$ cat config.mk
export PLATFORM = sky130hd
export DESIGN_NAME = bpfa_fifo
export DESIGN_NICKNAME = d
export VERILOG_FILES = /design/src/hdl/bpfa_pkg.sv /design/src/hdl/bpfa_fifo.sv
export SDC_FILE = /design/constraint.sdc
export NUM_CORES = 1
export LEC_CHECK = 0
export BUFFER_PORTS_ARGS = -buffer_cell sky130_fd_sc_hd__clkbuf_2
export CELL_PAD_IN_SITES_DETAIL_PLACEMENT = 0
export CELL_PAD_IN_SITES_GLOBAL_PLACEMENT = 1
export CORE_MARGIN = 2
export CORE_UTILIZATION = 46
export DETAILED_ROUTE_END_ITERATION = 16
export PLACE_DENSITY_LB_ADDON = 0.1
export SLEW_MARGIN = 20
export SYNTH_ARGS = -nofsm -noshare
export SYNTH_HDL_FRONTEND = slang
export SYNTH_SLANG_ARGS = --single-unit
$ cat constraint.sdc
create_clock -name aclk -period 4.2 [get_ports aclk]
set_clock_uncertainty 0.05 [all_clocks]
set_input_delay 0.63 -clock aclk [delete_from_list [all_inputs] [get_ports aclk]]
set_output_delay 0.63 -clock aclk [all_outputs]
set_load 0.05 [all_outputs]
$ cat src/hdl/bpfa_pkg.sv
// ----------------------------------------------------------------------------
// bpfa_pkg
// Shared types, codes and helpers of the bitmap page frame allocator.
// ----------------------------------------------------------------------------
`default_nettype none

package bpfa_pkg;

    localparam int DEF_NUM_PAGES  = 1048576;
    localparam int DEF_PAGE_BYTES = 4096;

    localparam int CFG_W = 21;
    localparam logic [CFG_W-1:0] RESERVED_RESET = 21'd256;

    // widest page index for the smallest allowed page size
    localparam int PAGE_IDX_W = 22;

    localparam logic [1:0] MODE_ALLOC  = 2'd0;
    localparam logic [1:0] MODE_FREE   = 2'd1;
    localparam logic [1:0] MODE_USED   = 2'd2;
    localparam logic [1:0] MODE_QUERY  = 2'd3;

    localparam logic [1:0] ST_DONE     = 2'd0;
    localparam logic [1:0] ST_NO_FREE  = 2'd1;
    localparam logic [1:0] ST_BEYOND   = 2'd2;

    typedef enum logic [2:0] {
        K_ALLOC,
        K_FREE,
        K_USED,
        K_QUERY,
        K_BEYOND
    } kind_t;

    typedef struct packed {
        kind_t                 kind;
        logic [PAGE_IDX_W-1:0] page;
    } cmd_t;

    typedef struct packed {
        logic empty;
        logic full;
    } fifo_stat_t;

    // Return the index of the lowest set bit (0 when none is set).
    function automatic logic [5:0] lowest_set(input logic [63:0] v);
        logic [5:0] r;
        r = '0;
        for (int i = 63; i >= 0; i--) begin
            if (v[i]) begin
                r = 6'(i);
            end
        end
        return r;
    endfunction

endpackage

`default_nettype wire

$ cat src/hdl/bpfa_fifo.sv
// ----------------------------------------------------------------------------
// bpfa_fifo
// Two-entry command queue between the front and the back.
// ----------------------------------------------------------------------------
`default_nettype none

module bpfa_fifo (
    input  wire logic           aclk,
    input  wire logic           aresetn,
    input  wire logic           push,
    input  wire bpfa_pkg::cmd_t push_data,
    input  wire logic           pop,
    output bpfa_pkg::cmd_t      pop_data,
    output bpfa_pkg::fifo_stat_t stat
);
    import bpfa_pkg::*;

    cmd_t       q_reg [2];
    logic       wr_ptr_reg;
    logic       rd_ptr_reg;
    logic [1:0] count_reg;

    // Hold entries
    always_ff @(posedge aclk) begin
        if (push) begin
            q_reg[wr_ptr_reg] <= push_data;
        end
    end

    // Advance pointers and count
    always_ff @(posedge aclk) begin
        if (!aresetn) begin
            wr_ptr_reg <= 1'b0;
            rd_ptr_reg <= 1'b0;
            count_reg  <= 2'd0;
        end else begin
            if (push) begin
                wr_ptr_reg <= !wr_ptr_reg;
            end
            if (pop) begin
                rd_ptr_reg <= !rd_ptr_reg;
            end
            if (push && !pop) begin
                count_reg <= count_reg + 2'd1;
            end else if (pop && !push) begin
                count_reg <= count_reg - 2'd1;
            end
        end
    end

    assign pop_data   = q_reg[rd_ptr_reg];
    assign stat.empty = count_reg == 2'd0;
    assign stat.full  = count_reg == 2'd2;

endmodule

`default_nettype wire

==> flow_metrics.tcl <==
set metrics [dict create \
    initial_core_util_pct 47.09 \
    io_pins 56 \
    viasPerCell 4.855 \
    power_w 0.001120 \
    clock-sinks 55 \
    worstSkewPairLatency_ns 0.30 \
    fillCellCount 355 \
    critPathCaptureType "primary output" \
    cts-buffers-inserted 5 \
    routed_wl_mm 3.144 \
    design.core.area_um2 4294 \
    final_nets 191 \
    synth-seq-area-share_pct 79.21 \
    p_per_area_nw_per_um2 458.0 \
    io_buffers 55 \
    seq_area_um2 1603 \
    cellLeakagePower_nw 0.9416 \
    synth_area_leaders "edfxtp_1, mux2_2, dfxtp_1" \
    hold_violations 0 \
    max_stage_delay_ns 0.72 \
    cts_tree "yes" \
    hp-class "reg2reg" \
    layout.cells.non_filler 214 \
    r2r_setup_slack_ns 2.77 \
    cp_num_cells 2 \
    place.gp.congestion 0.6498 \
    die_w_um 70.30 \
    synthMuxAreaShare_pct 13.92 \
    grt-ovfl-total 0 \
    synthXorXnorAreaFrac_pct 1.300 \
    post-route-min-period_ns 2.354 \
    synth_top_area_share_pct 74.26 \
    synth_top_area_cell "edfxtp_1" \
    ys_types 17 \
    cts.repair.resized 0 \
    grt_pass1_vias 1080 \
    grt_pass1_wl_mm 4.940 \
    setup_viol 0 \
    synthAdderAreaFrac_pct 0.6188 \
    drv_slew 0 \
    netlist_area_um2 2022 \
    drt_first_iter_violations 73 \
    synth_top_family_by_area "multiplexers" \
    finalSetupTns_ns 0 \
    synth_compound_area_share_pct 0.9901 \
    synth_area_per_cell_um2 20.22 \
    ctsHoldBuffers 0 \
    drc 0 \
    maxCapViolations 0 \
    max-slew-margin-rel_pct 60.57 \
    antenna_cells 0 \
    ys_ff_latch 55 \
    die_area_um2 4942 \
    start_kind "register" \
    crit_type "reg2out" \
    syn_nets 130 \
    final_cell_area_um2 2446 \
    clk_pin_slew_ns 0.09 \
    synthSimpleGateAreaFrac_pct 2.785 \
    status "complete, no violations" \
    dr.pass1.iters 4 \
    crit_chain "mux2_2 > clkbuf_2" \
    cp_top_family "flip-flops" \
    num_rows 24 \
    routedWlPerCell_um 14.69 \
    fp.dieH_um 70.30 \
    cts-htree-levels 2 \
    grt.total_usage_pct 13.28 \
    ir_worst_vdd_uv 218.6 \
    antenna_found_initial 0 \
    cp.required_ns 3.52 \
    place_area_um2 2360 \
    rsz0062_at_grt "false" \
    tightest_slew_ns 0.5915 \
    clockBufferDepth 2 \
    grt_max_degree 26 \
    ys_warn_count 0 \
    path_buf_inv 1 \
    cts-root-buf "clkbuf_8" \
    hold_depth 2 \
    post-dp-hpwl_mm 2.182 \
    areaGrowthSynthToFinish_pct 20.98 \
    ant_nets 0 \
    drive_gt1_share_pct 56.79 \
    num_vias 1039 \
    fmax_mhz 424.7 \
    largest_reg_flops 50 \
    r2r_cells 2 \
    fin_crit_sh_pct 56.06 \
    crit_slowest_cell "dfxtp_2" \
    crit_arrival_ns 1.67 \
    cts_setup_buffers 0 \
    cp_max_fo 25 \
    placed_cells 206 \
    synthCells 100 \
    multiInputGateArea_um2 400.4 \
]
==> cells in the final DEF (no fill, tap or decap) <==
cell type,instances
inv_1,1
and2_2,1
ha_1,1
clkbuf_8,5
or3_1,1
nor2b_1,1
a21boi_1,1
nor2_1,1
and2b_2,1
dfxtp_2,1
clkbuf_2,55
buf_4,2
clkinv_1,2
o21ai_0,1
xor2_1,2
nor2b_2,1
o21a_1,1
and2_1,3
edfxtp_1,50
dfxtp_1,4
xnor2_1,1
mux2_2,25
clkinvlp_4,1
==> through the flow <==
| step | hold slack (ns) | setup slack (ns) | utilization [%] |
|---|---|---|---|
| 2_1_floorplan | 0.4162 | 1.929 | - |
| 3_3_place_gp | 0.4310 | 1.778 | 54.95 |
| 3_5_place_dp | 0.4395 | 1.754 | 54.95 |
| 4_1_cts | 0.4528 | 1.416 | 56.91 |
| 5_1_grt | 0.4544 | 1.732 | 56.96 |
| 6_report | 0.4535 | 1.846 | 56.96 |
==> routing by layer <==
layer  share of wire, %  track usage [%]  vias to the layer above  wire [µm]
met5                  0                0                        -          0
met1                 41            15.59                      501       1281
met4                1.2            4.487                        0         37
li1                   -                -                      503          -
met2                 53            23.06                       29       1673
met3                4.8            4.040                        6        152
==> path summary, 6_finish.rpt <==
path	endpoint	from
worst max-delay path	pop_data[9]	register
worst max register to register	q_reg[1][18]	wr_ptr_reg
worst min-delay path	count_reg[1]	count_reg[1]
worst min register to register	count_reg[1]	count_reg[1]
==> power breakdown <==
| part | switching [W] | total (W) | internal [W] | leakage, nW |
|---|---|---|---|---|
| clock network | 0.000155 | 0.000269 | 0.000113 | 0.0392 |
| registers | 0.0000180 | 0.000648 | 0.000630 | 0.511 |
| logic | 0.000141 | 0.000204 | 0.0000627 | 0.391 |
| total | 0.000314 | 0.00112 | 0.000806 | 0.942 |
==> Yosys cell counts <==
| cell type | n |
|---|---|
| or3_1 | 1 |
| inv_1 | 1 |
| o21ai_0 | 1 |
| xor2_1 | 2 |
| dfxtp_1 | 5 |
| nor2_1 | 1 |
| and2_1 | 4 |
| edfxtp_1 | 50 |
| buf_4 | 2 |
| buf_2 | 1 |
| nor2b_1 | 2 |
| xnor2_1 | 1 |
| mux2_2 | 25 |
| ha_1 | 1 |
| o21a_1 | 1 |
| and2b_2 | 1 |
| a21boi_1 | 1 |
==> worst min-delay path, cell delays in order (launching register included) <==
cell      delay, ns
dfxtp_1        0.34
o21ai_0        0.07
a21boi_1       0.06
==> layout make-up <==
cell class	instances	area share (%)
Clock buffer	5	2.813
Clock inverter	3	0.6138
Inverter	1	0.1535
Multi-Input combinational cell	41	16.37
Sequential cell	55	65.52
Tap cell	52	2.660
Timing Repair Buffer	57	11.87
==> logic make-up after synthesis <==
group / Yosys count
flops: 55
mux: 25
simple gates: 9
buf+inv: 4
compound gates: 3
xor+xnor: 3
fa+ha+maj: 1
(Power assumes the default switching activity.)
